[config.mk]
export PLATFORM = sky130hd
export DESIGN_NAME = fixed_record_text_validator
export DESIGN_NICKNAME = d
export VERILOG_FILES = /design/src/sv/frtv_pkg.sv /design/src/sv/frtv_hdr_check.sv /design/src/sv/frtv_core.sv /design/src/sv/fixed_record_text_validator.sv
export SDC_FILE = /design/constraint.sdc
export NUM_CORES = 1
export LEC_CHECK = 0
export BUFFER_PORTS_ARGS = -buffer_cell sky130_fd_sc_hd__buf_2
export CORE_ASPECT_RATIO = 1.75
export CORE_MARGIN = 1.5
export CORE_UTILIZATION = 65
export CTS_CLUSTER_DIAMETER = 200
export CTS_CLUSTER_SIZE = 16
export DETAILED_ROUTE_END_ITERATION = 8
export GPL_TIMING_DRIVEN = 0
export PLACE_DENSITY = 0.87
export SKIP_LAST_GASP = 1
export SYNTH_ARGS = -nofsm -noshare
export SYNTH_HDL_FRONTEND = slang
export SYNTH_HIERARCHICAL = 1
export SYNTH_SLANG_ARGS = --single-unit
[constraint.sdc]
create_clock -name i_clk -period 7.9 [get_ports i_clk]
set_input_delay 0.395 -clock i_clk [delete_from_list [all_inputs] [get_ports i_clk]]
set_output_delay 0.395 -clock i_clk [all_outputs]
set_load 0.02 [all_outputs]
[src/sv/frtv_pkg.sv]
package frtv_pkg;

    localparam int ByteW   = 8;
    localparam int OffW    = 7;
    localparam int SizeOutW = 40;
    localparam int OutDataW = 48;

    localparam logic [ByteW-1:0] ChLf     = 8'h0A;
    localparam logic [ByteW-1:0] ChCr     = 8'h0D;
    localparam logic [ByteW-1:0] ChSpace  = 8'h20;
    localparam logic [ByteW-1:0] ChHyphen = 8'h2D;
    localparam logic [ByteW-1:0] ChDigLo  = 8'h30;
    localparam logic [ByteW-1:0] ChDigHi  = 8'h39;
    localparam logic [ByteW-1:0] ChUpLo   = 8'h41;
    localparam logic [ByteW-1:0] ChUpHi   = 8'h5A;

    localparam logic [OffW-1:0] OffTerm1 = 7'd80;
    localparam logic [OffW-1:0] OffTerm2 = 7'd81;

    localparam logic [6:0] LenLf   = 7'd81;
    localparam logic [6:0] LenCrlf = 7'd82;

    typedef enum logic [1:0] {
        ST_VALID      = 2'd0,
        ST_BAD_HEADER = 2'd1,
        ST_BAD_TERM   = 2'd2
    } t_status;

    typedef enum logic [1:0] {
        MODE_NONE = 2'd0,
        MODE_LF   = 2'd1,
        MODE_CRLF = 2'd2
    } t_mode;

    typedef struct packed {
        logic [SizeOutW-1:0] size;
        t_mode               mode;
        t_status             status;
    } t_result;

endpackage

[src/sv/frtv_hdr_check.sv]
module frtv_hdr_check (
    input  logic [frtv_pkg::OffW-1:0]  i_offset,
    input  logic [frtv_pkg::ByteW-1:0] i_byte,
    output logic                       o_ok
);
    import frtv_pkg::*;

    localparam logic [ByteW-1:0] SigText [10] = '{
        8'h48, 8'h45, 8'h41, 8'h44, 8'h45, 8'h52, 8'h20, 8'h20, 8'h20, 8'h20
    };

    logic is_digit;
    logic is_upper;

    assign is_digit = (i_byte >= ChDigLo) && (i_byte <= ChDigHi);
    assign is_upper = (i_byte >= ChUpLo) && (i_byte <= ChUpHi);

    always_comb begin
        o_ok = 1'b1;
        if (i_offset < 7'd10) begin
            o_ok = (i_byte == SigText[i_offset[3:0]]);
        end else if (i_offset == 7'd50 || i_offset == 7'd51 ||
                     i_offset == 7'd57 || i_offset == 7'd58) begin
            o_ok = is_digit;
        end else if (i_offset == 7'd52 || i_offset == 7'd56) begin
            o_ok = (i_byte == ChHyphen);
        end else if (i_offset >= 7'd53 && i_offset <= 7'd55) begin
            o_ok = is_upper;
        end else if ((i_offset >= 7'd59 && i_offset <= 7'd61) ||
                     (i_offset >= 7'd66 && i_offset <= 7'd69)) begin
            o_ok = (i_byte == ChSpace);
        end
    end

endmodule

[src/sv/frtv_core.sv]
module frtv_core #(
    parameter int SIZE_BITS = 40
) (
    input  logic                       i_clk,
    input  logic                       i_rst_n,
    input  logic                       i_take,
    input  logic [frtv_pkg::ByteW-1:0] i_byte,
    input  logic                       i_start,
    output frtv_pkg::t_result          o_next
);
    import frtv_pkg::*;

    localparam int WideW = (SIZE_BITS > SizeOutW) ? SIZE_BITS : SizeOutW;

    logic [OffW-1:0]      r_off, n_off, cur_off;
    t_mode                r_mode, n_mode, cur_mode;
    t_status              r_verdict, n_verdict, cur_verdict;
    logic [SIZE_BITS-1:0] r_good, n_good, cur_good;
    logic [6:0]           add_len;
    logic [SIZE_BITS:0]   sum;
    logic                 hdr_ok;
    logic [WideW-1:0]     good_wide;

    frtv_hdr_check u_hdr_check (
        .i_offset (cur_off),
        .i_byte   (i_byte),
        .o_ok     (hdr_ok)
    );

    always_comb begin
        cur_off     = i_start ? '0 : r_off;
        cur_mode    = i_start ? MODE_NONE : r_mode;
        cur_verdict = i_start ? ST_VALID : r_verdict;
        cur_good    = i_start ? '0 : r_good;
        n_off       = cur_off;
        n_mode      = cur_mode;
        n_verdict   = cur_verdict;
        add_len     = '0;
        if (cur_verdict == ST_VALID) begin
            if (cur_mode == MODE_NONE) begin
                if (cur_off < OffTerm1) begin
                    if (hdr_ok) begin
                        n_off = cur_off + 7'd1;
                    end else begin
                        n_verdict = ST_BAD_HEADER;
                    end
                end else if (cur_off == OffTerm1) begin
                    if (i_byte == ChLf) begin
                        n_mode  = MODE_LF;
                        add_len = LenLf;
                        n_off   = '0;
                    end else if (i_byte == ChCr) begin
                        n_off = OffTerm2;
                    end else begin
                        n_verdict = ST_BAD_HEADER;
                    end
                end else begin
                    if (i_byte == ChLf) begin
                        n_mode  = MODE_CRLF;
                        add_len = LenCrlf;
                        n_off   = '0;
                    end else begin
                        n_verdict = ST_BAD_HEADER;
                    end
                end
            end else if (cur_off < OffTerm1) begin
                n_off = cur_off + 7'd1;
            end else if (cur_mode == MODE_LF) begin
                if (i_byte == ChLf) begin
                    add_len = LenLf;
                    n_off   = '0;
                end else begin
                    n_verdict = ST_BAD_TERM;
                end
            end else if (cur_off == OffTerm1) begin
                if (i_byte == ChCr) begin
                    n_off = OffTerm2;
                end else begin
                    n_verdict = ST_BAD_TERM;
                end
            end else begin
                if (i_byte == ChLf) begin
                    add_len = LenCrlf;
                    n_off   = '0;
                end else begin
                    n_verdict = ST_BAD_TERM;
                end
            end
        end
        sum    = {1'b0, cur_good} + (SIZE_BITS + 1)'(add_len);
        n_good = sum[SIZE_BITS] ? '1 : sum[SIZE_BITS-1:0];
    end

    assign good_wide     = WideW'(n_good);
    assign o_next.size   = good_wide[SizeOutW-1:0];
    assign o_next.mode   = n_mode;
    assign o_next.status = n_verdict;

    always_ff @(posedge i_clk) begin
        if (!i_rst_n) begin
            r_off     <= '0;
            r_mode    <= MODE_NONE;
            r_verdict <= ST_VALID;
            r_good    <= '0;
        end else if (i_take) begin
            r_off     <= n_off;
            r_mode    <= n_mode;
            r_verdict <= n_verdict;
            r_good    <= n_good;
        end
    end

endmodule

[src/sv/fixed_record_text_validator.sv]
// Fixed-record text validator. Takes one byte per item; tuser high marks the
// first byte of a new candidate file. The first 81- or 82-byte record is
// checked as a header line, its terminator (LF or CR LF) fixes the record
// length, and each later record must end the same way. Every input item
// yields one result item carrying the status, line mode and a saturating
// count of bytes in complete valid records, all as they stand after that
// byte. A failure holds until the next start. Throughput is one item per
// clock while m_axis_tready does not stall it; the core state updates per
// taken byte. Each byte passes the input register, then the result register.
module fixed_record_text_validator #(
    parameter int SIZE_BITS = 40
) (
    input  logic        i_clk,
    input  logic        i_rst_n,
    input  logic        s_axis_tvalid,
    output logic        s_axis_tready,
    input  logic [7:0]  s_axis_tdata,  // [7:0] data_byte
    input  logic        s_axis_tuser,  // [0] start_req
    output logic        m_axis_tvalid,
    input  logic        m_axis_tready,
    output logic [47:0] m_axis_tdata   // [1:0] status, [3:2] line_mode,
                                       // [43:4] accepted_size, [47:44] zero
);
    import frtv_pkg::*;

    logic              r_in_valid;
    logic [ByteW-1:0]  r_in_byte;
    logic              r_in_start;
    logic              r_out_valid;
    t_result           r_out;
    t_result           core_next;
    logic              advance;
    logic              take;

    assign advance       = !r_out_valid || m_axis_tready;
    assign take          = r_in_valid && advance;
    assign s_axis_tready = !r_in_valid || advance;

    frtv_core #(
        .SIZE_BITS (SIZE_BITS)
    ) u_core (
        .i_clk   (i_clk),
        .i_rst_n (i_rst_n),
        .i_take  (take),
        .i_byte  (r_in_byte),
        .i_start (r_in_start),
        .o_next  (core_next)
    );

    always_ff @(posedge i_clk) begin
        if (!i_rst_n) begin
            r_in_valid <= 1'b0;
        end else if (s_axis_tready) begin
            r_in_valid <= s_axis_tvalid;
        end
    end

    always_ff @(posedge i_clk) begin
        if (s_axis_tready && s_axis_tvalid) begin
            r_in_byte  <= s_axis_tdata;
            r_in_start <= s_axis_tuser;
        end
    end

    always_ff @(posedge i_clk) begin
        if (!i_rst_n) begin
            r_out_valid <= 1'b0;
        end else if (advance) begin
            r_out_valid <= r_in_valid;
        end
    end

    always_ff @(posedge i_clk) begin
        if (take) begin
            r_out <= core_next;
        end
    end

    assign m_axis_tvalid = r_out_valid;
    assign m_axis_tdata  = {(OutDataW - $bits(t_result))'(0), r_out};

endmodule

==> metrics.csv, run 1 <==
stage,metric,value,unit
critical_path,worst-path cell chain,clkbuf_1 -> clkbuf_1 -> inv_1 -> nand2_1 -> ha_1 -> nor3b_1 -> nand2_1 -> nor2_1 -> a21oi_1 -> nor3_1 -> ha_1 -> fa_1 -> nand4_1 -> o21a_1 -> nor4_2 -> nand3_1 -> clkbuf_1 -> buf_1 -> nand2_1,
pwr,Leak Pwr,2.64,nW
sta,final setup fails,0,
clock_network,"CTS clk-pin slew, worst paths",70,ps
critical_path,Worst setup SP type,flip-flop,
global_route,vias in the first global route,6328,
sta,final worst setup slack,1640,ps
yosys,"Async S/R FF share, synth",0,%
route,vias per cell,7.06,
critical_path,crit path max-delay cell type,clkbuf_1,
hold_path,Hold WC Path Type,in2reg,
clock_network,postcts setup bufs,0,
clock_network,clk root buf,clkbuf_16,
sta,TNS Setup,0,ps
clock_network,H-tree levels,3,
yosys,Post-Syn Instances,721,
yosys,area of the mapped netlist,6400,sq um
die,core area,9530,sq um
yosys,Cell variety after synth,79,
yosys,Post-synth EDFFs,53,
critical_path,CP arrival,6450,ps
cells_and_area,# diodes,0,
sta,max frequency,0.160,GHz
die,Die Wd,78.0,microns
job,MaxCap Viol Count,0,
yosys,Yosys warnings,6,
critical_path,crit-path max FO,10,
critical_path,R2R setup slack,1640,ps
critical_path,kind of end point of the critical path,flip-flop,
sta,Final Hold Vio Count,0,
clock_network,"Hold-fix buffers, CTS",0,
route,drt wl/cell,23.4,microns
global_route,Total Routing Usage GR,41.3,%
yosys,Mean Syn Cell Area,8.88,sq um
clock_network,clock latency on the worst-skew pair,350,ps
yosys,area share of the largest cell type after synthesis,24.9,%
sta,period utilization,79.2,%
clock_network,Max Buffers Root-to-Sink,2,
die,Cell Rows,47,
route,DR vias,6498,
clock_network,CTS tree,yes,
sta,Worst-Margin Slew,1130,ps
placed_design,DP HPWL,15700,microns
clock_network,CTS resizes,0,
route,final WL,21500,microns
yosys,sequential share of the synthesized area,41.4,%
route,Detailed Routing Iterations Pass 1,8,
placed_design,GPL Wtd Cong,1.00,
yosys,register bit total from synthesis,106,
die,Die Ht,134,microns
critical_path,max incr delay on CP,550,ps
global_route,total gr overflow,0,
clock_network,# clock sinks,106,
yosys,Area contributors post-synth,"edfxtp_1 (25%), dfxtp_1 (17%), o21ai_0 (4.5%), nand2_1 (4.5%), a21oi_1 (3.4%)",
sta,Max-slew headroom,24.1,%
placed_design,Port Buffers,58,
cells_and_area,layout cell share with drive strength beyond 1,14.4,%
route,Routed Antenna Nets,0,
die,IO Count,63,
critical_path,CP required,8090,ps
placed_design,total placed cells including tap cells,905,
sta,max-slew violations,0,
route,DR DRC count,0,
die,Starting Density,67.2,%
sta,Final Critical Period,6260,ps
global_route,first-pass GRT wire length,32600,microns
sta,Setup Skew,8.32,ps
cells_and_area,most frequent cells in the layout,"nand2_1 (77), buf_2 (65), o21ai_0 (58)",
global_route,largest net degree at the start of global routing,40,
pwr,maximum vdd ir drop,0.101,mV
cells_and_area,Fillers,729,
clock_network,TritonCTS Buffers,9,
cells_and_area,Layout Nets,818,
critical_path,Setup CP Type,reg2reg,
yosys,Synth area leader,edfxtp_1,
global_route,initial antenna violation count,0,
sta,RSZ-0062 raised after global routing,no,
cells_and_area,final std cells w/o fill,920,
placed_design,Place WS,1870,ps
route,Initial DRC Count,960,
cells_and_area,P&R area growth vs syn,12.5,%
pwr,PD cells,166,nW/um^2
outcome,status,finished clean,
cells_and_area,"commonest non-fill, non-tap cell in the layout",nand2_1,
die,die area,10500,sq um
yosys,ys flop type,edfxtp_1,
-- layer usage --
metal	vias up	share of wire (%)	global-route usage, %
met5	-	0	0
met4	0	11	37.9
met3	190	9.5	7.48
met2	527	47	69.9
met1	2947	32	42.4
li1	2834	-	-
-- synthesized netlist by cell type (all sizes together) (17+ instances only) --
cell type	count
xnor2	21
dfxtp	53
inv	17
nor3	23
nor2b	26
a21oi	45
clkbuf	31
edfxtp	53
nand3	28
buf	17
o21ai	60
nand2	77
nor2	42
-- cell type report --
| class | instances | area [sq um] | area share [%] |
|---|---|---|---|
| clock inverter | 5 | 67.6 | 0.938 |
| tap | 122 | 153 | 2.12 |
| inverter | 19 | 71.3 | 0.990 |
| multi-input combinational | 551 | 3490 | 48.4 |
| clock buffer | 10 | 250 | 3.47 |
| timing repair buffer | 59 | 310 | 4.31 |
| buffer | 48 | 211 | 2.94 |
| sequential | 106 | 2650 | 36.8 |
-- worst max-delay path: cells and delay by family, from the launching register on --
kind                       cells  cell delay, ps
and+or+nand+nor                9            2290
buffers and inverters          5            2200
adders and majority gates      3             680
DFF                            1             490
AOI/OAI and AO/OA              2             420
-- report_power, final --
| part | switching, mW | internal [mW] | total [mW] | leakage [nW] |
|---|---|---|---|---|
| clock | 0.210 | 0.269 | 0.479 | 0.157 |
| sequential | 0.0105 | 0.594 | 0.604 | 0.908 |
| combinational | 0.0801 | 0.0310 | 0.111 | 1.58 |
-- path summary, 6_finish.rpt --
path                           from                end  depth (start not counted)
hold reg to reg   u_core/r_good[22]  u_core/r_good[22]                          2
setup reg to reg         r_in_start   m_axis_tdata[25]                         19
hold / removal      s_axis_tdata[2]       r_in_byte[2]                          1
setup / recovery         r_in_start   m_axis_tdata[25]                         19
-- logic make-up (layout without fill, tap and decap cells) --
| family | after synthesis | after routing | share of synthesized area [%] |
|---|---|---|---|
| AOI/OAI and AO/OA | 210 | 210 | 21.6 |
| xor gates and xnor gates | 33 | 33 | 4.51 |
| adders and majority gates | 11 | 11 | 2.27 |
| buffers and inverters | 67 | 141 | 4.42 |
| DFF | 106 | 106 | 41.4 |
| muxes | 11 | 11 | 1.84 |
| other | 1 | 4 | 0.0586 |
| and+or+nand+nor | 282 | 282 | 23.9 |
-- metrics by stage --
stage / power [mW] / util (%) / cell area [sq um] / hold WS, ps
floorplan: 0.680 / - / 6410 / 459
global placement: 0.719 / 72.0 / 6860 / 473
detailed placement: 0.723 / 72.3 / 6880 / 479
CTS: 1.19 / 75.6 / 7200 / 217
global route: 1.22 / 75.6 / 7200 / 212
finish: 1.19 / 75.6 / 7200 / 218
-- state kept, by name, summed over array words and instances (netlist names) --
name              cells
m_axis_tvalid         1
m_axis_tdata         44
r_in_byte             8
u_core/r_mode         2
u_core/r_verdict      2
u_core/r_good        40
u_core/r_off          7
r_in_start            1
r_in_valid            1
Power figures use the tool's default switching activity.
==> run 2, diff against run 1 <==
Settings changed: CORE_UTILIZATION 65 to 54, PLACE_DENSITY 0.87 to 0.77.
Clock period 7.9 ns to 5 ns, I/O delays scaled along.
==> run 2 against run 1 <==
Against the previous run: the run now ends with DRC left; non-clock buffer count is 2 higher; combinational power increased by 60%; sequential share of layout area shrank 0.19 points; via count is 5.0% lower; maximum frequency up 29%; final area rose by 0.52%; critical endpoint is now u_core/r_off[3]; largest cell class unchanged.
==> metrics.csv, run 2 (synthesized netlist as in run 1, its figures left out) <==
stage,metric,value,unit
critical_path,CP required,5270,ps
route,DR vias,6170,
sta,Final Hold Vio Count,0,
die,core area,11600,sq um
critical_path,Worst path most repeated cell,clkbuf_1,
critical_path,crit-path max FO,10,
placed_design,GPL Wtd Cong,1.02,
clock_network,clock latency on the worst-skew pair,350,ps
clock_network,CTS tree,yes,
critical_path,worst-path cell chain,clkbuf_4 -> clkbuf_4 -> clkbuf_1 -> clkbuf_1 -> nor2b_1 -> buf_2 -> nand3b_1 -> mux2i_1 -> nor4_1 -> a32oi_1 -> o31ai_1 -> o21bai_1 -> and3_1 -> clkbuf_1 -> and3_1 -> o221ai_1 -> a41oi_1,
critical_path,Setup CP Type,reg2reg,
critical_path,Worst setup SP type,flip-flop,
die,Die Wd,85.3,microns
critical_path,CP arrival,5130,ps
global_route,total gr overflow,0,
route,Initial DRC Count,594,
global_route,initial antenna violation count,0,
sta,Max-slew headroom,20.6,%
clock_network,Max Buffers Root-to-Sink,2,
die,Die Ht,147,microns
route,final WL,21100,microns
placed_design,DP HPWL,15500,microns
route,DR DRC count,3,
cells_and_area,"commonest non-fill, non-tap cell in the layout",nand2_1,
global_route,vias in the first global route,6144,
cells_and_area,Fillers,1043,
route,vias per cell,6.59,
pwr,Int Pwr,1.33,mW
cells_and_area,P&R area growth vs syn,13.1,%
global_route,largest net degree at the start of global routing,38,
critical_path,reg2reg start,r_in_start,
cells_and_area,# diodes,0,
hold_path,Hold WC Path Type,in2reg,
critical_path,CP startpoint,r_in_start,
outcome,status,"finished, violations left",
sta,max frequency,0.206,GHz
clock_network,clk root buf,clkbuf_16,
pwr,PD cells,248,nW/um^2
cells_and_area,Layout Nets,820,
clock_network,H-tree levels,3,
sta,max-slew violations,0,
clock_network,TritonCTS Buffers,9,
pwr,Seq pwr share,53.1,%
clock_network,"CTS clk-pin slew, worst paths",70,ps
clock_network,# clock sinks,106,
sta,final setup fails,0,
die,Starting Density,55.3,%
route,Detailed Routing Iterations Pass 1,9,
critical_path,crit path max-delay cell type,clkbuf_1,
clock_network,"Hold-fix buffers, CTS",0,
placed_design,DP Area,6900,sq um
global_route,first-pass GRT wire length,32200,microns
job,MaxCap Viol Count,0,
route,drt wl/cell,22.6,microns
route,Routed Antenna Nets,0,
sta,Final Critical Period,4860,ps
pwr,Leak Pwr,2.66,nW
cells_and_area,design area,7240,sq um
hold_path,hold path startpoint,s_axis_tuser,
placed_design,Port Buffers,58,
pwr,maximum vdd ir drop,0.251,mV
die,die area,12500,sq um
sta,RSZ-0062 raised after global routing,no,
cells_and_area,layout cell share with drive strength beyond 1,15.9,%
pwr,share of power burned in the clock network,37.0,%
pwr,sw power,0.467,mW
critical_path,max incr delay on CP,600,ps
die,IO Count,63,
sta,Worst-Margin Slew,1180,ps
global_route,Total Routing Usage GR,33.7,%
pwr,Total Power,1.80,mW
sta,period utilization,97.3,%
critical_path,kind of end point of the critical path,flip-flop,
cells_and_area,most frequent cells in the layout,"nand2_1 (77), buf_2 (65), o21ai_0 (58)",
outcome,failing checks,DRC,
pwr,Switching Share,26.0,%
pwr,Comb power frac,9.9,%
cells_and_area,max FFs per register,44,
die,Cell Rows,52,
sta,Setup Skew,9.33,ps
[run 2: repair_timing]
action                                  CTS  global route
endpoints found under the setup margin   83            67
setup buffers                             0             3
gates resized for setup                   9             8
pin swaps                                 0             0
[run 2: through the flow]
step           hold WS, ps  utilization (%)  std cells  worst slack [ps]  TNS (ps)
2_1_floorplan          349                -        724               868         0
3_3_place_gp           428             59.3        917             -1010    -41680
3_5_place_dp           428             59.6        918             -1090    -47940
4_1_cts               66.9             62.1        934              45.2         0
5_1_grt               66.6             62.5        936             0.193         0
6_report              72.5             62.5        936               136         0
[run 2: power groups by stage]
| stage | clock network [mW] | registers (mW) | logic (mW) |
|---|---|---|---|
| after floorplan | 0 | 0.995 | 0.0794 |
| final | 0.664 | 0.953 | 0.178 |
| after global routing | 0.695 | 0.957 | 0.186 |
| after global placement | 0 | 0.974 | 0.165 |
| after CTS | 0.669 | 0.953 | 0.172 |
| after detailed placement | 0 | 0.973 | 0.171 |
[run 2: path summary, 6_finish.rpt]
check	endpoint	slack (ps)	cells past startpoint
worst min-delay path	r_in_start	70	1
worst max register to register	u_core/r_off[3]	140	17
worst min register to register	u_core/r_good[22]	500	2
worst max-delay path	u_core/r_off[3]	140	17
[run 2: metal layers]
layer  global-route usage [%]  vias up  share of wire (%)
met1                     34.5     2886                 34
met3                     5.11      106                7.0
met5                        0        -                  0
met4                     25.4        0                8.0
met2                     60.4      350                 51
li1                         -     2828                  -
[run 2: worst max-delay path, delay by kind of cell, from the launching register on]
family,cells,cell delay [ps]
DFF,1,470
muxes,1,150
and+or+nand+nor,5,1220
buffers and inverters,6,2150
AOI/OAI and AO/OA,5,780
[run 2: layout make-up]
type                            instances  area (sq um)  area share [%]
Tap cell                              135           169            2.33
Sequential cell                       106          2650            36.6
Multi-Input combinational cell        551          3520            48.7
Timing Repair Buffer                   62           333            4.60
Inverter                               19          71.3           0.985
Clock inverter                          6          40.0           0.553
Clock buffer                           10           229            3.16
Buffer                                 47           223            3.08
==> run 3, diff against run 2 <==
Settings changed: CORE_UTILIZATION 54 to 60, PLACE_DENSITY 0.77 to 0.81.
Clock period 5 ns to 5.2 ns, I/O delays scaled along.
==> run 3 against run 2 <==
Against the previous run: the run now ends clean; worst hold slack is essentially flat; wire length is 1.3% lower; global-route usage up 3.9 points; via count is 4.1% higher; critical path type unchanged; largest cell class unchanged; largest power group unchanged.
==> metrics.csv, run 3 (synthesized netlist as in run 1, its figures left out) <==
stage,metric,value,unit
sta,max frequency,0.204,GHz
sta,final setup fails,0,
placed_design,Place WS,-776,ps
placed_design,Port Buffers,58,
die,IO Count,63,
global_route,largest net degree at the start of global routing,38,
clock_network,"CTS clk-pin slew, worst paths",80,ps
outcome,status,finished clean,
cells_and_area,most frequent cells in the layout,"nand2_1 (77), buf_2 (66), o21ai_0 (58)",
critical_path,CP Buf/Inv Count,3,
job,MaxCap Viol Count,0,
pwr,Leak Pwr,2.63,nW
sta,RSZ-0062 raised after global routing,no,
critical_path,crit-path leading delay family,compound AO/OA/AOI/OAI gates,
route,DR DRC count,0,
route,Initial DRC Count,807,
die,Die Wd,81.1,microns
clock_network,"Hold-fix buffers, CTS",0,
cells_and_area,layout cell share with drive strength beyond 1,15.4,%
critical_path,max incr delay on CP,730,ps
critical_path,Worst path most repeated cell,clkbuf_1,
sta,Max-slew headroom,27.4,%
clock_network,clock latency on the worst-skew pair,360,ps
die,Starting Density,61.8,%
clock_network,H-tree levels,3,
die,Cell Rows,49,
clock_network,TritonCTS Buffers,9,
cells_and_area,Layout Nets,818,
clock_network,clk root buf,clkbuf_16,
cells_and_area,P&R area growth vs syn,12.4,%
critical_path,CP required,5270,ps
global_route,total gr overflow,0,
critical_path,Setup CP Type,reg2reg,
clock_network,CTS tree,yes,
sta,TNS Setup,0,ps
critical_path,crit-path max FO,12,
placed_design,GPL Wtd Cong,1.01,
cells_and_area,# diodes,0,
die,core area,10400,sq um
sta,Worst-Margin Slew,1080,ps
critical_path,Worst setup SP type,flip-flop,
route,Detailed Routing Iterations Pass 1,9,
route,vias per cell,6.94,
global_route,initial antenna violation count,0,
die,Die Ht,140,microns
route,drt wl/cell,22.5,microns
global_route,Total Routing Usage GR,37.6,%
die,die area,11300,sq um
sta,Final Hold Vio Count,0,
clock_network,Max Buffers Root-to-Sink,2,
pwr,Total Power,1.74,mW
sta,final worst setup slack,286,ps
global_route,first-pass GRT wire length,32100,microns
critical_path,CP arrival,4990,ps
clock_network,# clock sinks,106,
route,Routed Antenna Nets,0,
route,final WL,20800,microns
placed_design,DP HPWL,15200,microns
sta,Final Critical Period,4910,ps
sta,Setup Skew,10.6,ps
cells_and_area,max FFs per register,44,
sta,period utilization,94.5,%
global_route,vias in the first global route,6373,
critical_path,worst-path cell chain,buf_4 -> nor2b_1 -> o21a_1 -> clkbuf_1 -> nand4b_1 -> a21oi_1 -> ha_1 -> a31oi_1 -> a21o_1 -> clkbuf_1 -> nor2_1 -> xnor2_1 -> o21ai_0,
pwr,PD cells,242,nW/um^2
hold_path,Hold WC Path Type,in2reg,
pwr,maximum vdd ir drop,0.181,mV
sta,max-slew violations,0,
critical_path,crit path max-delay cell type,a31oi_1,
critical_path,kind of end point of the critical path,flip-flop,
cells_and_area,"commonest non-fill, non-tap cell in the layout",nand2_1,
route,DR vias,6422,
==> run 3: cell type report <==
cell class | count | area [sq um]
plain buffers | 47 | 211
fillers | 834 | 3160
multi-input cells | 551 | 3500
clock inverters | 5 | 38.8
clock buffers | 11 | 243
repair buffers | 60 | 318
well taps | 127 | 159
flip-flops and latches | 106 | 2650
inverters | 19 | 71.3
==> run 3: through the flow <==
stage          area, sq um  hold WS, ps  instances  util (%)
5_1_grt               7200         67.1        926      69.5
2_1_floorplan         6410          359        724         -
3_3_place_gp          6860          439        909      66.2
3_5_place_dp          6890          438        910      66.5
4_1_cts               7180         72.4        926      69.3
6_report              7200         72.3        926      69.5
==> run 3: final timing paths <==
kind | startpoint | slack [ps] | to | depth (start not counted)
worst max-delay path | r_in_start | 290 | m_axis_tdata[19] | 13
worst min-delay path | s_axis_tdata[7] | 70 | r_in_byte[7] | 1
worst max register to register | r_in_start | 290 | m_axis_tdata[19] | 13
worst min register to register | u_core/r_good[22] | 510 | u_core/r_good[22] | 2
==> run 3: layer usage <==
metal  track usage, %  vias to the layer above  share of wire (%)
met5                0                        -                  0
met4             33.0                        0                 10
met3             9.90                      183                8.8
met2             62.0                      469                 49
met1             37.3                     2947                 32
li1                 -                     2823                  -
==> run 3: report_power, final <==
| group | total (mW) | switching, mW | internal [mW] |
|---|---|---|---|
| clock network | 0.654 | 0.312 | 0.342 |
| registers | 0.918 | 0.0154 | 0.902 |
| logic | 0.169 | 0.121 | 0.0476 |
==> run 3: timing repair <==
action | CTS | global route
resized for setup | 3 | 4
setup endpoints to repair | 80 | 56
buffers inserted | 1 | 0
